`src/hw/rtl/bpfu_pkg.sv`:
```
package bpfu_pkg;

    localparam int MAX_BUFFERS = 64;

    localparam int PTR_W    = $clog2(MAX_BUFFERS);
    localparam int CNT_W    = $clog2(MAX_BUFFERS + 1);
    localparam int SUM_W    = PTR_W + 1;
    localparam int HANDLE_W = 6;
    localparam int KIND_W   = 3;
    localparam int STATUS_W = 2;
    localparam int CFG_W    = 7;

    typedef logic [PTR_W-1:0]    ptr_t;
    typedef logic [CNT_W-1:0]    cnt_t;
    typedef logic [SUM_W-1:0]    sum_t;
    typedef logic [HANDLE_W-1:0] handle_t;
    typedef logic [KIND_W-1:0]   kind_t;
    typedef logic [STATUS_W-1:0] status_t;
    typedef logic [CFG_W-1:0]    cfg_t;

    localparam cnt_t FULL_CNT    = cnt_t'(MAX_BUFFERS);
    localparam cfg_t CFG_RESET   = cfg_t'(64);

    localparam kind_t KIND_INIT     = 3'd0;
    localparam kind_t KIND_GET_FREE = 3'd1;
    localparam kind_t KIND_PUT_FREE = 3'd2;
    localparam kind_t KIND_GET_USED = 3'd3;
    localparam kind_t KIND_PUT_USED = 3'd4;
    localparam kind_t KIND_CLEAR    = 3'd5;

    localparam status_t ST_OK      = 2'd0;
    localparam status_t ST_EMPTY   = 2'd1;
    localparam status_t ST_FULL    = 2'd2;
    localparam status_t ST_ALREADY = 2'd3;

    // Commands from the controller to the datapath
    typedef struct packed {
        logic accept;
        logic exec;
        logic fill_step;
        logic load_out;
    } ctrl_cmd_t;

    // Status from the datapath back to the controller
    typedef struct packed {
        logic init_go;
        logic fill_last;
        logic out_free;
    } dp_sts_t;

    // Wrap a position below twice the ring depth back into the ring
    function automatic ptr_t ring_pos(sum_t p);
        ptr_t r;
        if (p >= sum_t'(MAX_BUFFERS))
            r = ptr_t'(p - sum_t'(MAX_BUFFERS));
        else
            r = ptr_t'(p);
        return r;
    endfunction

endpackage

```
`src/hw/rtl/bpfu_req_if.sv`:
```
interface bpfu_req_if;
    logic              valid;
    logic              ready;
    bpfu_pkg::kind_t   kind;
    bpfu_pkg::handle_t handle_in;
    logic              take_off;

    modport source (output valid, output kind, output handle_in, output take_off,
                    input ready);
    modport sink (input valid, input kind, input handle_in, input take_off,
                  output ready);
endinterface

```
`src/hw/rtl/bpfu_rsp_if.sv`:
```
interface bpfu_rsp_if;
    logic              valid;
    logic              ready;
    bpfu_pkg::handle_t handle_out;
    logic              handle_valid;
    bpfu_pkg::status_t status;
    bpfu_pkg::cnt_t    used_count;
    bpfu_pkg::cnt_t    free_count;

    modport source (output valid, output handle_out, output handle_valid,
                    output status, output used_count, output free_count,
                    input ready);
    modport sink (input valid, input handle_out, input handle_valid,
                  input status, input used_count, input free_count,
                  output ready);
endinterface

```
`src/hw/rtl/bpfu_cfg_if.sv`:
```
interface bpfu_cfg_if;
    logic           valid;
    logic           ready;
    bpfu_pkg::cfg_t data;

    modport source (output valid, output data, input ready);
    modport sink (input valid, input data, output ready);
endinterface

```
`src/hw/rtl/bpfu_ram.sv`:
```
module bpfu_ram #(
    parameter int WIDTH = 8,
    parameter int DEPTH = 64
) (
    input  logic                     clk,
    input  logic                     we,
    input  logic [$clog2(DEPTH)-1:0] waddr,
    input  logic [WIDTH-1:0]         wdata,
    input  logic [$clog2(DEPTH)-1:0] raddr,
    output logic [WIDTH-1:0]         rdata
);

    logic [WIDTH-1:0] mem [DEPTH];

    always_ff @(posedge clk)
    begin
        if (we)
        begin
            mem[waddr] <= wdata;
        end
        rdata <= mem[raddr];
    end

endmodule

```
`src/hw/rtl/bpfu_ctrl.sv`:
```
module bpfu_ctrl (
    input  logic                clk,
    input  logic                rst_n,
    input  logic                in_valid,
    output logic                in_ready,
    input  bpfu_pkg::dp_sts_t   sts,
    output bpfu_pkg::ctrl_cmd_t cmd
);

    localparam logic [1:0] S_IDLE = 2'd0;
    localparam logic [1:0] S_EXEC = 2'd1;
    localparam logic [1:0] S_FILL = 2'd2;
    localparam logic [1:0] S_DONE = 2'd3;

    logic [1:0] state_reg;
    logic [1:0] state_next;

    always_ff @(posedge clk or negedge rst_n)
    begin
        if (!rst_n)
            state_reg <= S_IDLE;
        else
            state_reg <= state_next;
    end

    always_comb
    begin
        state_next = state_reg;
        unique case (state_reg)
            S_IDLE:
            begin
                if (in_valid)
                    state_next = S_EXEC;
            end
            S_EXEC:
            begin
                state_next = sts.init_go ? S_FILL : S_DONE;
            end
            S_FILL:
            begin
                if (sts.fill_last)
                    state_next = S_DONE;
            end
            S_DONE:
            begin
                if (sts.out_free)
                    state_next = S_IDLE;
            end
            default:
            begin
                state_next = S_IDLE;
            end
        endcase
    end

    assign in_ready      = (state_reg == S_IDLE);
    assign cmd.accept    = in_ready && in_valid;
    assign cmd.exec      = (state_reg == S_EXEC);
    assign cmd.fill_step = (state_reg == S_FILL);
    assign cmd.load_out  = (state_reg == S_DONE) && sts.out_free;

endmodule

```
`src/hw/rtl/bpfu_datapath.sv`:
```
module bpfu_datapath (
    input  logic                clk,
    input  logic                rst_n,
    input  bpfu_pkg::ctrl_cmd_t cmd,
    output bpfu_pkg::dp_sts_t   sts,
    input  bpfu_pkg::kind_t     req_kind,
    input  bpfu_pkg::handle_t   req_handle,
    input  logic                req_take_off,
    bpfu_cfg_if.sink            cfg,
    bpfu_rsp_if.source          rsp
);

    // Control state
    bpfu_pkg::cfg_t  count_reg;
    bpfu_pkg::ptr_t  free_head_reg, free_head_next;
    bpfu_pkg::cnt_t  free_fill_reg, free_fill_next;
    bpfu_pkg::ptr_t  used_head_reg, used_head_next;
    bpfu_pkg::cnt_t  used_fill_reg, used_fill_next;
    logic            pool_ready_reg, pool_ready_next;
    logic            out_valid_reg, out_valid_next;

    // Payload
    bpfu_pkg::kind_t   kind_reg;
    bpfu_pkg::handle_t handle_reg;
    logic              take_reg;
    bpfu_pkg::ptr_t    fill_idx_reg, fill_idx_next;
    bpfu_pkg::cnt_t    fill_n_reg, fill_n_next;
    bpfu_pkg::handle_t res_handle_reg, res_handle_next;
    logic              res_valid_reg, res_valid_next;
    bpfu_pkg::status_t res_status_reg, res_status_next;
    bpfu_pkg::handle_t out_handle_reg;
    logic              out_hvalid_reg;
    bpfu_pkg::status_t out_status_reg;
    bpfu_pkg::cnt_t    out_used_reg;
    bpfu_pkg::cnt_t    out_free_reg;

    // Ring ports
    logic              free_we, used_we;
    bpfu_pkg::ptr_t    free_waddr, used_waddr;
    bpfu_pkg::handle_t free_wdata, used_wdata;
    bpfu_pkg::handle_t free_rdata, used_rdata;
    bpfu_pkg::ptr_t    free_tail, used_tail;

    bpfu_ram #(
        .WIDTH (bpfu_pkg::HANDLE_W),
        .DEPTH (bpfu_pkg::MAX_BUFFERS)
    ) u_free_ring (
        .clk   (clk),
        .we    (free_we),
        .waddr (free_waddr),
        .wdata (free_wdata),
        .raddr (free_head_reg),
        .rdata (free_rdata)
    );

    bpfu_ram #(
        .WIDTH (bpfu_pkg::HANDLE_W),
        .DEPTH (bpfu_pkg::MAX_BUFFERS)
    ) u_used_ring (
        .clk   (clk),
        .we    (used_we),
        .waddr (used_waddr),
        .wdata (used_wdata),
        .raddr (used_head_reg),
        .rdata (used_rdata)
    );

    assign free_tail = bpfu_pkg::ring_pos(bpfu_pkg::sum_t'(free_head_reg)
                                          + bpfu_pkg::sum_t'(free_fill_reg));
    assign used_tail = bpfu_pkg::ring_pos(bpfu_pkg::sum_t'(used_head_reg)
                                          + bpfu_pkg::sum_t'(used_fill_reg));

    assign sts.init_go   = (kind_reg == bpfu_pkg::KIND_INIT) && !pool_ready_reg
                           && (count_reg != '0);
    assign sts.fill_last = (bpfu_pkg::cnt_t'(fill_idx_reg)
                            == fill_n_reg - bpfu_pkg::cnt_t'(1));
    assign sts.out_free  = !out_valid_reg || rsp.ready;

    assign cfg.ready = 1'b1;

    always_comb
    begin
        free_head_next  = free_head_reg;
        free_fill_next  = free_fill_reg;
        used_head_next  = used_head_reg;
        used_fill_next  = used_fill_reg;
        pool_ready_next = pool_ready_reg;
        fill_idx_next   = fill_idx_reg;
        fill_n_next     = fill_n_reg;
        res_handle_next = res_handle_reg;
        res_valid_next  = res_valid_reg;
        res_status_next = res_status_reg;
        free_we         = 1'b0;
        free_waddr      = free_tail;
        free_wdata      = handle_reg;
        used_we         = 1'b0;
        used_waddr      = used_tail;
        used_wdata      = handle_reg;

        if (cmd.exec)
        begin
            res_handle_next = '0;
            res_valid_next  = 1'b0;
            res_status_next = bpfu_pkg::ST_OK;
            unique case (kind_reg)
                bpfu_pkg::KIND_INIT:
                begin
                    if (pool_ready_reg)
                    begin
                        res_status_next = bpfu_pkg::ST_ALREADY;
                    end
                    else if (count_reg == '0)
                    begin
                        res_status_next = bpfu_pkg::ST_EMPTY;
                    end
                    else
                    begin
                        fill_idx_next = '0;
                        fill_n_next   = (bpfu_pkg::cnt_t'(count_reg) > bpfu_pkg::FULL_CNT)
                                        ? bpfu_pkg::FULL_CNT
                                        : bpfu_pkg::cnt_t'(count_reg);
                    end
                end
                bpfu_pkg::KIND_GET_FREE:
                begin
                    if (free_fill_reg != '0)
                    begin
                        res_handle_next = free_rdata;
                        res_valid_next  = 1'b1;
                        free_head_next  = bpfu_pkg::ring_pos(
                            bpfu_pkg::sum_t'(free_head_reg) + bpfu_pkg::sum_t'(1));
                        free_fill_next  = free_fill_reg - bpfu_pkg::cnt_t'(1);
                    end
                    else
                    begin
                        res_status_next = bpfu_pkg::ST_EMPTY;
                    end
                end
                bpfu_pkg::KIND_PUT_FREE:
                begin
                    if (free_fill_reg != bpfu_pkg::FULL_CNT)
                    begin
                        free_we        = 1'b1;
                        free_fill_next = free_fill_reg + bpfu_pkg::cnt_t'(1);
                    end
                    else
                    begin
                        res_status_next = bpfu_pkg::ST_FULL;
                    end
                end
                bpfu_pkg::KIND_GET_USED:
                begin
                    if (used_fill_reg != '0)
                    begin
                        res_handle_next = used_rdata;
                        res_valid_next  = 1'b1;
                        if (take_reg)
                        begin
                            used_head_next = bpfu_pkg::ring_pos(
                                bpfu_pkg::sum_t'(used_head_reg) + bpfu_pkg::sum_t'(1));
                            used_fill_next = used_fill_reg - bpfu_pkg::cnt_t'(1);
                        end
                    end
                    else
                    begin
                        res_status_next = bpfu_pkg::ST_EMPTY;
                    end
                end
                bpfu_pkg::KIND_PUT_USED:
                begin
                    if (used_fill_reg != bpfu_pkg::FULL_CNT)
                    begin
                        used_we        = 1'b1;
                        used_fill_next = used_fill_reg + bpfu_pkg::cnt_t'(1);
                    end
                    else
                    begin
                        res_status_next = bpfu_pkg::ST_FULL;
                    end
                end
                bpfu_pkg::KIND_CLEAR:
                begin
                    free_head_next  = '0;
                    free_fill_next  = '0;
                    used_head_next  = '0;
                    used_fill_next  = '0;
                    pool_ready_next = 1'b0;
                end
                default:
                begin
                    // unused kinds leave everything as is
                end
            endcase
        end

        if (cmd.fill_step)
        begin
            // append one handle per cycle, drop it when the ring is full
            free_wdata = bpfu_pkg::handle_t'(fill_idx_reg);
            if (free_fill_reg != bpfu_pkg::FULL_CNT)
            begin
                free_we        = 1'b1;
                free_fill_next = free_fill_reg + bpfu_pkg::cnt_t'(1);
            end
            else
            begin
                res_status_next = bpfu_pkg::ST_FULL;
            end
            fill_idx_next = fill_idx_reg + bpfu_pkg::ptr_t'(1);
            if (sts.fill_last)
                pool_ready_next = 1'b1;
        end
    end

    always_comb
    begin
        out_valid_next = out_valid_reg;
        if (cmd.load_out)
            out_valid_next = 1'b1;
        else if (rsp.ready)
            out_valid_next = 1'b0;
    end

    always_ff @(posedge clk or negedge rst_n)
    begin
        if (!rst_n)
        begin
            count_reg      <= bpfu_pkg::CFG_RESET;
            free_head_reg  <= '0;
            free_fill_reg  <= '0;
            used_head_reg  <= '0;
            used_fill_reg  <= '0;
            pool_ready_reg <= 1'b0;
            out_valid_reg  <= 1'b0;
        end
        else
        begin
            if (cfg.valid)
                count_reg <= cfg.data;
            free_head_reg  <= free_head_next;
            free_fill_reg  <= free_fill_next;
            used_head_reg  <= used_head_next;
            used_fill_reg  <= used_fill_next;
            pool_ready_reg <= pool_ready_next;
            out_valid_reg  <= out_valid_next;
        end
    end

    always_ff @(posedge clk)
    begin
        if (cmd.accept)
        begin
            kind_reg   <= req_kind;
            handle_reg <= req_handle;
            take_reg   <= req_take_off;
        end
        fill_idx_reg   <= fill_idx_next;
        fill_n_reg     <= fill_n_next;
        res_handle_reg <= res_handle_next;
        res_valid_reg  <= res_valid_next;
        res_status_reg <= res_status_next;
        if (cmd.load_out)
        begin
            out_handle_reg <= res_handle_reg;
            out_hvalid_reg <= res_valid_reg;
            out_status_reg <= res_status_reg;
            out_used_reg   <= used_fill_reg;
            out_free_reg   <= free_fill_reg;
        end
    end

    assign rsp.valid        = out_valid_reg;
    assign rsp.handle_out   = out_handle_reg;
    assign rsp.handle_valid = out_hvalid_reg;
    assign rsp.status       = out_status_reg;
    assign rsp.used_count   = out_used_reg;
    assign rsp.free_count   = out_free_reg;

    a_fill_bound: assert property (@(posedge clk) disable iff (!rst_n)
        free_fill_reg <= bpfu_pkg::FULL_CNT && used_fill_reg <= bpfu_pkg::FULL_CNT)
        else $error("queue fill beyond ring depth");

    a_clear: assert property (@(posedge clk) disable iff (!rst_n)
        cmd.exec && kind_reg == bpfu_pkg::KIND_CLEAR
        |=> free_fill_reg == '0 && used_fill_reg == '0 && !pool_ready_reg)
        else $error("clear left queue state behind");

    a_get_free: assert property (@(posedge clk) disable iff (!rst_n)
        cmd.exec && kind_reg == bpfu_pkg::KIND_GET_FREE && free_fill_reg != '0
        |=> free_fill_reg == $past(free_fill_reg) - bpfu_pkg::cnt_t'(1))
        else $error("get free did not pop one entry");

    a_load: assert property (@(posedge clk) disable iff (!rst_n)
        cmd.load_out |=> out_valid_reg)
        else $error("result beat lost on load");

    a_handle_ok: assert property (@(posedge clk) disable iff (!rst_n)
        out_valid_reg && out_hvalid_reg |-> out_status_reg == bpfu_pkg::ST_OK)
        else $error("returned handle with error status");

endmodule

```
`src/hw/rtl/buffer_pool_free_used_queues.sv`:
```
// Buffer handle pool with a free queue and a used queue.
//
// req carries one operation per beat: kind (init, get free, put free,
// get used, put used, clear), handle_in for the puts and take_off for get
// used. rsp returns exactly one beat per request with the handle, its valid
// flag, a status code and both queue counts after the operation. cfg writes
// buffer_count, how many handles init appends (at most the ring depth);
// write it only while no request is in flight.
//
// A request goes through accept, execute and the load of the output register
// before its result beat. Init adds a fill step per handle, up to the ring
// depth, since the free ring's single write port takes one handle a cycle.
// Each ring is a RAM with a registered read that is always aimed at the
// queue head, so a get finds its data in the execute cycle. A new request
// is taken only once the previous result is in the output register.
//
// Reset empties both queues, clears the set-up mark and sets buffer_count
// to 64; ring contents are not cleared. When rsp stalls, the pending beat
// holds in the output register and one more finished result waits inside;
// req is taken again once that result moves to the output register.
module buffer_pool_free_used_queues (
    input logic         clk,
    input logic         rst_n,
    bpfu_req_if.sink    req,
    bpfu_rsp_if.source  rsp,
    bpfu_cfg_if.sink    cfg
);

    bpfu_pkg::ctrl_cmd_t cmd;
    bpfu_pkg::dp_sts_t   sts;
    logic                in_ready;

    assign req.ready = in_ready;

    bpfu_ctrl u_ctrl (
        .clk      (clk),
        .rst_n    (rst_n),
        .in_valid (req.valid),
        .in_ready (in_ready),
        .sts      (sts),
        .cmd      (cmd)
    );

    bpfu_datapath u_datapath (
        .clk          (clk),
        .rst_n        (rst_n),
        .cmd          (cmd),
        .sts          (sts),
        .req_kind     (req.kind),
        .req_handle   (req.handle_in),
        .req_take_off (req.take_off),
        .cfg          (cfg),
        .rsp          (rsp)
    );

endmodule
```
`src/flat_wrapper.sv`:
```
// flat-port wrapper written by rule: the top's interface ports become plain ports
module buffer_pool_free_used_queues_flat 
  (clk, rst_n, req_valid, req_kind, req_handle_in, req_take_off, req_ready, rsp_valid, rsp_handle_out, rsp_handle_valid, rsp_status, rsp_used_count, rsp_free_count, rsp_ready, cfg_valid, cfg_data, cfg_ready);
  bpfu_req_if req_i ();
  bpfu_rsp_if rsp_i ();
  bpfu_cfg_if cfg_i ();
  input logic clk;
  input logic rst_n;
  input wire logic [$bits(req_i.valid)-1:0] req_valid;
  input wire logic [$bits(req_i.kind)-1:0] req_kind;
  input wire logic [$bits(req_i.handle_in)-1:0] req_handle_in;
  input wire logic [$bits(req_i.take_off)-1:0] req_take_off;
  output wire logic [$bits(req_i.ready)-1:0] req_ready;
  output wire logic [$bits(rsp_i.valid)-1:0] rsp_valid;
  output wire logic [$bits(rsp_i.handle_out)-1:0] rsp_handle_out;
  output wire logic [$bits(rsp_i.handle_valid)-1:0] rsp_handle_valid;
  output wire logic [$bits(rsp_i.status)-1:0] rsp_status;
  output wire logic [$bits(rsp_i.used_count)-1:0] rsp_used_count;
  output wire logic [$bits(rsp_i.free_count)-1:0] rsp_free_count;
  input wire logic [$bits(rsp_i.ready)-1:0] rsp_ready;
  input wire logic [$bits(cfg_i.valid)-1:0] cfg_valid;
  input wire logic [$bits(cfg_i.data)-1:0] cfg_data;
  output wire logic [$bits(cfg_i.ready)-1:0] cfg_ready;
  assign req_i.valid = req_valid;
  assign req_i.kind = req_kind;
  assign req_i.handle_in = req_handle_in;
  assign req_i.take_off = req_take_off;
  assign req_ready = req_i.ready;
  assign rsp_valid = rsp_i.valid;
  assign rsp_handle_out = rsp_i.handle_out;
  assign rsp_handle_valid = rsp_i.handle_valid;
  assign rsp_status = rsp_i.status;
  assign rsp_used_count = rsp_i.used_count;
  assign rsp_free_count = rsp_i.free_count;
  assign rsp_i.ready = rsp_ready;
  assign cfg_i.valid = cfg_valid;
  assign cfg_i.data = cfg_data;
  assign cfg_ready = cfg_i.ready;
  buffer_pool_free_used_queues u_core (.clk(clk), .rst_n(rst_n), .req(req_i), .rsp(rsp_i), .cfg(cfg_i));
endmodule
```
`config.mk`:
```
export PLATFORM = sky130hd
export DESIGN_NAME = buffer_pool_free_used_queues_flat
export DESIGN_NICKNAME = d
export VERILOG_FILES = /design/src/hw/rtl/bpfu_pkg.sv /design/src/hw/rtl/bpfu_req_if.sv /design/src/hw/rtl/bpfu_rsp_if.sv /design/src/hw/rtl/bpfu_cfg_if.sv /design/src/hw/rtl/bpfu_ram.sv /design/src/hw/rtl/bpfu_ctrl.sv /design/src/hw/rtl/bpfu_datapath.sv /design/src/hw/rtl/buffer_pool_free_used_queues.sv /design/src/flat_wrapper.sv
export SDC_FILE = /design/constraint.sdc
export NUM_CORES = 1
export LEC_CHECK = 0
export BUFFER_PORTS_ARGS = -buffer_cell sky130_fd_sc_hd__buf_2
export CORE_AREA = 4 4 349 351
export DETAILED_ROUTE_END_ITERATION = 6
export DIE_AREA = 0 0 353 355
export HOLD_SLACK_MARGIN = 0.05
export PLACE_DENSITY_LB_ADDON = 0.1
export SYNTH_ARGS = -nofsm -noshare
export SYNTH_HDL_FRONTEND = slang
export SYNTH_SLANG_ARGS = --single-unit
```
`constraint.sdc`:
```
create_clock -name clk -period 3.2 [get_ports clk]
set_input_delay 0.16 -clock clk [delete_from_list [all_inputs] [get_ports clk]]
set_output_delay 0.16 -clock clk [all_outputs]
set_load 0.03 [all_outputs]
```
-- Yosys cells after proc, flatten, opt, wreduce, memory -nomap -nowiden
Memory sizes are Yosys's and may differ from the RTL's. A register that Yosys moved wholly into a read port is not among the register bits.
Cells that the tools add are included.
W data, S select, Z words.
- output and inout port bits: 26
- input bits: 22
- bits in writable memories: 768
- register bits after elaboration: 92
- memories: 2
- memory list (memory ; depth ; width ; rd ports ; clocked after Yosys merged registers in ; wr ports ; line ; RTL):
    u_core.u_datapath.u_free_ring.mem ; 64 ; 6 ; 1 ; 1 ; 1 ; bpfu_ram.sv:13 ; logic [WIDTH-1:0] mem [DEPTH];
    u_core.u_datapath.u_used_ring.mem ; 64 ; 6 ; 1 ; 1 ; 1 ; bpfu_ram.sv:13 ;
- order comparisons: 5
- multiplexer cells: 64
- add/subtract/negate cells: 14
- reduce and logical (&&, ||, !) cells: 25
- bitwise operators: 2
- equality and inequality tests: 20
- operators by type and width (kind ; count):
    $mux W6 ; 15
    $mux W7 ; 8
    $pmux W7 S3 ; 2
    $pmux W6 S2 ; 3
    $ge A7 B7 Y1 const B ; 4
    $mux W1 ; 24
    $sub A6 B1 Y6 const B ; 4
    $reduce_bool A7 Y1 ; 3
    $sub A7 B1 Y7 const B ; 3
    $mux W2 ; 9
    $add A6 B1 Y7 const B ; 2
    $add A6 B7 Y7 ; 2
    $add A7 B1 Y7 const B ; 2
    $ne A2 B2 Y1 const B ; 7
    $ne A7 B7 Y1 const B ; 2
    $reduce_and A4 Y1 ; 3
    $pmux W2 S5 ; 1
    $reduce_bool A2 Y1 ; 5
    $pmux W2 S4 ; 1
    $eq A6 B7 Y1 ; 1
    $gt A7 B7 Y1 const B ; 1
    $logic_not A7 Y1 ; 1
    $add A6 B1 Y6 const B ; 1
    $eq A3 B2 Y1 const B ; 2
    15 further kinds ; 24

-- Depth between registers and ports, before layout
Gate-level depths: netlist (run 1).
- depth in word-level cells: 8
- mapped depth: 11
- gate-level depth less buffers: 10

-- Modules after synthesis
From an unflattened synthesis (run 1), not the netlist that was laid out.
- cells, all modules: 1882
- area total of the unflattened synthesis: 35534.1 µm²
- by module, submodules not included (module ; cells an instance ; times used ; area each (µm²) ; sequential area each (µm²)):
    bpfu_ram ; 720 ; 2 ; 15225.9 ; 11651.2
    bpfu_datapath ; 421 ; 1 ; 4859.7 ; 2508.7
    bpfu_ctrl ; 21 ; 1 ; 222.7 ; 50.0

-- Worst setup path after synthesis (run 1)
Ideal clock, no wire load.
- kind: register -> register
- start: register u_core.u_ctrl.state_reg[1]
- end: memory u_core.u_datapath.u_free_ring.mem[17][0] in the netlist's numbering, enable pin
- slack: 0.650 ns
- buffers on the path: 0
- clock period less this slack: 2.550 ns
- setup time: 0.350 ns
- arrival time: 2.200 ns
- stages on the path, launching flop included: 8
- cell sequence: dfrtp_1 -> inv_1 -> ha_1 -> nor3b_1 -> o21ai_1 -> nor2_1 -> nand3_1 -> nor2_1
- longest elaborated chain between the ends: 6
- elaborated cells on any way between the ends: 7
- RTL lines (item ; line ; RTL):
    start: declaration ; bpfu_ctrl.sv:15 ; logic [1:0] state_reg;
    start signal: assignment ; bpfu_ctrl.sv:23 ; state_reg <= state_next;
    $eq A2 B1 Y1 ; bpfu_ctrl.sv:58 ; assign cmd.exec = (state_reg == S_EXEC);
    $mux W1 ; bpfu_datapath.sv:100 ; if (cmd.exec)
    $mux W1 ; bpfu_datapath.sv:200 ; if (free_fill_reg != bpfu_pkg::FULL_CNT)
    $mux W1 * ; bpfu_datapath.sv:196 ; if (cmd.fill_step)
    $mux W1 * ; bpfu_ram.sv:17 ; if (we)
    $mux W1 (not written as such) * ; bpfu_ram.sv:19 ; mem[waddr] <= wdata;
    end: declaration ; bpfu_ram.sv:13 ;
Every way passes the cells marked *; elsewhere a longest branch is shown, timed or not.

-- Final worst setup path (run 1)
- start: register u_core.u_datapath.free_head_reg[0]
- end: memory u_core.u_datapath.u_free_ring.mem[46][5] in the netlist's numbering, enable pin
- longest elaborated chain between the ends: 3
- elaborated cells on any way between the ends: 4
- RTL lines (item ; line ; RTL):
    start: declaration ; bpfu_datapath.sv:15 ; bpfu_pkg::ptr_t free_head_reg, free_head_next;
    start signal: assignment ; bpfu_datapath.sv:240 ; free_head_reg <= free_head_next;
    $add A6 B7 Y7 * ; bpfu_datapath.sv:69 ; + bpfu_pkg::sum_t'(free_fill_reg));
    $sub A6 B1 Y6 / $ge A7 B7 Y1 (equally long branches) ; bpfu_pkg.sv:55, bpfu_pkg.sv:54 ;
    $mux W6 * ; bpfu_pkg.sv:54 ; if (p >= sum_t'(MAX_BUFFERS))
Marks and branches as above.

==> impl_metrics.yaml, run 1 <==
layout:
  area_delta_synth_final_pct: 20.5
  drive_gt1_share_pct: 26.2
  top_regs: "u_core.u_datapath.u_free_ring.mem: 384 flops, u_core.u_datapath.u_used_ring.mem: 384 flops"
  nets: 2329
  antenna-diode-count: 0
  stdcell_count: 3910
floorplan:
  die_w_um: 353
  rows: 127
  die_y_um: 355
  core_um2: 119000
  start_util_pct: 29.7
  dieArea_um2: 125000
  top_level_ports: 48
setup_path:
  worst-path-max-fanout: 8
  crit_chain: "ha_1, fa_1, a21o_1, a21oi_2, xnor2_1, nor2_1, nand2_1, nor2_1, buf_4"
  crit_slowest_cell: "dfrtp_4"
  startpoint: "u_core.u_datapath.free_head_reg[0]"
  crit_type: "flip-flop to flip-flop"
  r2r_slack_ns: 0.21
  worstPathRequired_ns: 3.59
  slowest_delay_ns: 0.49
  r2r_start: "u_core.u_datapath.free_head_reg[0]"
  cpMostUsedCell: "nor2_1"
  endpoint_kind: "flip-flop"
  worst_setup_path_start_kind: "flip-flop"
  arrival_ns: 3.39
sta:
  skew_ns: 0.0842
  min_period_ns: 2.99
  slew-limit-headroom_pct: 35.7
  fmax_ghz: 0.334
  finalSetupViolCount: 0
  worst_pin_slew_ns: 0.964
  tns_ns: 0
  timing.hold.ws_ns: 0.0973
  hold_viol: 0
  rsz0062_at_grt: "no"
  drv_slew: 0
  min_period_over_period_pct: 93.5
routing:
  vias: 19064
  via_per_inst: 4.88
  drt_iter0_drc: 1375
  wl_per_cell_um: 24.4
  wl_um: 95200
  firstDrtPassIters: 5
  drtAntennaViolNets: 0
  remaining_drc_errors: 0
place:
  gp_congestion: 0.786
  port_buffers: 46
  hpwl_um: 61200
  dp.cells: 3698
logic_synthesis:
  synth_nets: 2000
  avgSynthCellArea_um2: 18.1
  netlist_area_um2: 35300
  synth_top_family_by_area: "multiplexers"
  ys_async_sr_fraction_pct: 4.24
  ys_types: 78
  synth_ff_type: "edfxtp_1"
  synth_seq_cells: 872
  yosysSeqAreaShare_pct: 73.2
  syn_inst: 1950
  synthXorXnorAreaFrac_pct: 0.942
  synth_compound_area_share_pct: 4.59
  yosys_warnings: 0
  synth_edf_count: 821
  synthAdderAreaFrac_pct: 1.06
  synth_mux_area_share_pct: 13.3
  synth-simple-area-share_pct: 5.18
clock_tree:
  clk_pin_slew_worst_paths_ns: 0.06
  tritoncts: "yes"
  h-tree-depth: 3
  cts_setup_buffers: 0
  clkLatencyLatePin_ns: 0.69
  numCtsBuffers: 100
  clock-root-buffer: "clkbuf_16"
  cts_buffer_depth: 3
  cts.sink_count: 872
global_route:
  grt_overflow: 0
  grt_max_degree: 69
  grt_usage_pct: 15.1
  antenna_found_initial: 3
  grt_pass1_wl_um: 140000
  grt_pass1_vias: 20101
pwr:
  p_sw_uw: 10200
  internal_power_uw: 24000
  power_frac_clock_pct: 34.1
  switching_share_pct: 29.7
  p_per_area_nw_per_um2: 802
  p_leak_uw: 0.0140
  p_comb_share_pct: 23.7
  irDropWorstVdd_uv: 446
  p_seq_share_pct: 42.2
min_path:
  hp-class: "input pin to async pin"
run_status:
  status: "finished, final reports clean"
run:
  drv_cap: 0
[path summary, 6_finish.rpt]
| kind | to | cells after the start |
|---|---|---|
| min in group clk | u_core.u_datapath.handle_reg[5] | 2 |
| max | u_core.u_datapath.u_free_ring.mem[46][5] | 9 |
| min | u_core.u_datapath.count_reg[1] | 2 |
| max reg2reg | u_core.u_datapath.u_free_ring.mem[46][5] | 9 |
| max in group asynchronous | u_core.u_datapath.used_fill_reg[4] | 3 |
| min reg2reg | u_core.u_datapath.rsp.status[1] | 0 |
[layout by cell type, fill, tap and decap left out, drive strengths merged, types with 20 or more instances in the layout]
cell	n
xnor2	20
a22oi	21
inv	22
mux4	152
dfrtp	36
a21oi	31
o21ai	37
dlygate4sd3	27
nor2	176
buf	288
nor2b	22
clkinv	42
mux2i	114
nand2	65
nand3	35
clkbuf	127
edfxtp	821
ha	25
o22ai	36
[logic make-up after synthesis]
family	count (synthesis)
AOI/OAI and AO/OA	231
xor gates and xnor gates	38
adders and majority gates	28
buffers and inverters	110
DFF	872
muxes	279
other	1
and+or+nand+nor	391
[layer usage]
layer / share of wire, % / track usage [%] / vias to the layer above
met3: 4.7 / 2.74 / 150
li1: - / - / 8506
met5: 0.0074 / 0 / -
met4: 2.4 / 4.16 / 2
met2: 46 / 24.0 / 470
met1: 47 / 21.4 / 9936
[synthesized netlist by cell type (all sizes together), types with 9 or more instances]
master    n  share of area (%)
mux4    152                9.7
nand3    35               0.50
buf      60                1.1
nor2b    22               0.39
dfxtp    14               0.79
and3     12               0.21
nand2    65               0.70
dfrtp    36                2.6
a22oi    21               0.45
nand2b   12               0.21
ha       25               0.89
a211oi   19               0.40
o22ai    36               0.64
edfxtp  821                 70
inv      21               0.22
o21ai    37               0.52
and2     15               0.27
o21a      9               0.19
nor3     18               0.26
clkbuf   28               0.30
nor2    176                1.9
xnor2    20               0.50
mux2i   114                3.2
xor2     18               0.45
mux2     13               0.41
a21oi    31               0.48
[what timing repair did]
| item | in CTS | in global routing |
|---|---|---|
| resized for setup | 0 | 3 |
| hold buffers | 27 | 0 |
| hold endpoints to repair | 55 | 0 |
| setup endpoints to repair | 0 | 21 |
[stage by stage]
step	cell area, um^2	util (%)	power (uW)	setup WS [ns]
after global routing	42600	35.8	35800	0.0620
after floorplan	35300	-	19700	0.650
after CTS	42500	35.8	34700	0.0929
after global placement	38900	32.7	22800	0.0275
after detailed placement	38900	32.7	22900	0.107
final	42600	35.8	34100	0.207
[critical path: cells and delay by family, from the launching register on]
kind | cells | cell delay (ns)
AND/OR/NAND/NOR | 3 | 0.74
AO/OA/AOI/OAI | 2 | 0.48
XOR/XNOR | 1 | 0.14
buffers and inverters | 1 | 0.19
flip-flops | 1 | 0.49
adder cells (fa/ha/maj) | 2 | 0.68
[final cells by class]
class	instances	area [um^2]
multi-input combinational	968	8880
fill	11120	76500
clock inverter	58	734
tap	1548	1940
inverter	22	82.6
sequential	872	25900
timing repair buffer	315	2400
clock buffer	127	2650
[power groups by stage]
stage               Sequential [uW]  Clock [uW]  Combinational, uW
floorplan                     14800           0               4950
global placement              14700           0               8170
detailed placement            14700           0               8240
CTS                           14400       12000               8290
global route                  14500       12500               8830
finish                        14400       11600               8090
Note: power is estimated with default switching activity, not from simulation.
==> run 2: changes to the inputs <==
ABC_AREA = 1   (was not set)
CORE_AREA = 4 4 354 356   (was 4 4 349 351)
DIE_AREA = 0 0 358 360   (was 0 0 353 355)
==> run 2 against run 1 <==
Compared with the run above:
- utilization decreased by 0.079 points
- combinational power increased by 41%
- routed wire length increased by 15%
- final cell count increased by 29%
- cell area increased by 2.0%
- synthesized cell count increased by 59%
- critical path depth unchanged
- register-to-register slack got worse by 0.12 ns
- global-route usage increased by 1.7 points
- via count increased by 28%
==> impl_metrics.yaml, run 2 <==
logic_synthesis:
  synth_top_family_by_area: "simple AND/OR/NAND/NOR gates"
  synth_edf_count: 821
  avgSynthCellArea_um2: 11.7
  ys_types: 47
  syn_inst: 3105
  synthXorXnorAreaFrac_pct: 0.698
  synthTopCellsByArea: "edfxtp_1, nor2_1, o21ai_0, nand2_1, nand3_1"
  synth_nets: 3155
  synth_top_cells_by_count: "edfxtp_1, nor2_1, nand2_1"
  synth_compound_area_share_pct: 9.60
  yosys_warnings: 0
  synth-simple-area-share_pct: 14.0
  netlist_area_um2: 36400
  synth_most_common_cell: "edfxtp_1"
  yosysSeqAreaShare_pct: 71.1
  synth_seq_cells: 872
  synth_top_area_share_pct: 67.7
  ys_async_sr_fraction_pct: 4.24
  synth_ff_type: "edfxtp_1"
  synth_top_area_cell: "edfxtp_1"
  synthAdderAreaFrac_pct: 1.02
  synth_mux_area_share_pct: 0.0584
sta:
  finalSetupViolCount: 0
  skew_ns: 0.0365
  fmax_ghz: 0.321
  slew-limit-headroom_pct: 26.2
  worst_pin_slew_ns: 1.10
  fin_ws_ns: 0.0845
  hold_viol: 0
  timing.hold.ws_ns: 0.184
  rsz0062_at_grt: "yes"
  min_period_ns: 3.12
  min_period_over_period_pct: 97.4
  drv_slew: 0
place:
  hpwl_um: 69300
  preCtsSetupSlack_ns: 0.0155
  place_area_um2: 39800
  dp.cells: 4820
  gp_congestion: 0.832
  port_buffers: 46
routing:
  drt_iter0_drc: 2387
  met3_length_um: 5020
  wl_met1_um: 48800
  wl_met2_um: 53000
  dr.max_layer_used: "met4"
  drtAntennaViolNets: 0
  wl_um: 110000
  via_per_inst: 4.84
  wl_per_cell_um: 21.8
  vias: 24398
  remaining_drc_errors: 0
  firstDrtPassIters: 6
pwr:
  p_leak_uw: 0.0153
  p_per_area_nw_per_um2: 862
  irDropWorstVdd_uv: 668
  p_total_uw: 37400
clock_tree:
  clock-root-buffer: "clkbuf_16"
  cts_buffer_depth: 3
  clk_pin_slew_worst_paths_ns: 0.06
  cts.sink_count: 872
  cts_setup_buffers: 0
  numCtsBuffers: 98
  tritoncts: "yes"
  clkLatencyLatePin_ns: 0.68
  h-tree-depth: 3
run:
  drv_cap: 0
global_route:
  grt_pass1_vias: 24681
  grt_max_degree: 206
  grt_overflow: 0
  grt_usage_pct: 16.8
  grt_pass1_wl_um: 162000
  antenna_found_initial: 12
layout:
  final_common_cell: "edfxtp_1"
  fin_area_um2: 43400
  antenna-diode-count: 0
  fill_cells: 11997
  nets: 3378
  stdcell_count: 5036
  top_regs: "u_core.u_datapath.u_free_ring.mem: 384 flops, u_core.u_datapath.u_used_ring.mem: 384 flops"
  drive_gt1_share_pct: 13.5
  area_delta_synth_final_pct: 19.3
  layout_common_cells: "edfxtp_1, nor2_1, nand2_1, o21ai_0, nand3_1"
floorplan:
  core_um2: 122000
  dieArea_um2: 129000
  die_w_um: 358
  top_level_ports: 48
  start_util_pct: 29.9
  rows: 128
  die_y_um: 360
setup_path:
  r2r_start: "u_core.u_datapath.free_head_reg[0]"
  worstPathRequired_ns: 3.54
  reg2reg_depth: 9
  endpoint_kind: "flip-flop"
  startpoint: "u_core.u_datapath.free_head_reg[0]"
  arrival_ns: 3.46
  worst-path-max-fanout: 8
  worst_setup_path_start_kind: "flip-flop"
  rr_endpoint: "u_core.u_datapath.u_free_ring.mem[5][1]"
  crit_type: "flip-flop to flip-flop"
  r2r_slack_ns: 0.08
  crit_end: "u_core.u_datapath.u_free_ring.mem[5][1]"
run_status:
  status: "finished, final reports clean"
min_path:
  hp-class: "input pin to async pin"
-- run 2: logic make-up after synthesis --
family / Yosys count
AOI/OAI and AO/OA: 620
xor gates and xnor gates: 29
adders and majority gates: 28
buffers and inverters: 290
DFF: 872
muxes: 2
other: 1
and+or+nand+nor: 1263
-- run 2: through the flow --
step | TNS [ns] | utilization, %
final | 0 | 35.7
after floorplan | -135.09 | -
after CTS | -0.0342 | 35.6
after global placement | 0 | 32.7
after detailed placement | 0 | 32.7
after global routing | -10.75 | 35.7
-- run 2: power by group --
| part | total (uW) | internal [uW] | switching, uW |
|---|---|---|---|
| clock network | 11400 | 6810 | 4630 |
| logic | 11400 | 3030 | 8370 |
| registers | 14600 | 14200 | 432 |
| total | 37400 | 24000 | 13400 |
-- run 2: layout make-up --
cell class	count	area, um^2	share of cell area, %
inverter	127	482	1.11
timing repair buffer	286	2400	5.53
tap	1625	2030	4.68
clock buffer	125	2680	6.17
multi-input combinational	1943	9350	21.5
clock inverter	58	602	1.39
sequential	872	25900	59.6
-- run 2: what timing repair did --
action / in CTS / in global routing
hold buffers: 33 / 0
endpoints found under the setup margin: 7 / 144
gates resized for setup: 0 / 14
cloned: 0 / 0
endpoints found under the hold margin: 66 / 0
-- run 2: layer usage --
metal	GRT usage [%]	vias to the layer above
met5	0	-
met1	22.7	12082
li1	-	11478
met2	28.0	647
met3	2.44	191
met4	4.94	0
-- run 2: worst min-delay path by stage --
stage | to | slack (ns) | cells after the start
floorplan | u_core.u_ctrl.state_reg[0] | -0.14 | 0
global placement | u_core.u_datapath.kind_reg[2] | 0.35 | 1
detailed placement | u_core.u_datapath.kind_reg[1] | 0.34 | 1
CTS | u_core.u_datapath.handle_reg[1] | 0.16 | 2
global route | u_core.u_datapath.handle_reg[1] | 0.16 | 2
finish | u_core.u_datapath.count_reg[1] | 0.18 | 2
-- run 2: worst max-delay path, stage by stage, from the launching register on --
cell      delay, ns
dfrtp_4        0.49
ha_1           0.25
fa_1           0.41
a21oi_1        0.15
o21bai_1       0.09
xnor2_1        0.23
inv_1          0.10
nor2_1         0.30
nand2_1        0.38
nor2_2         0.37
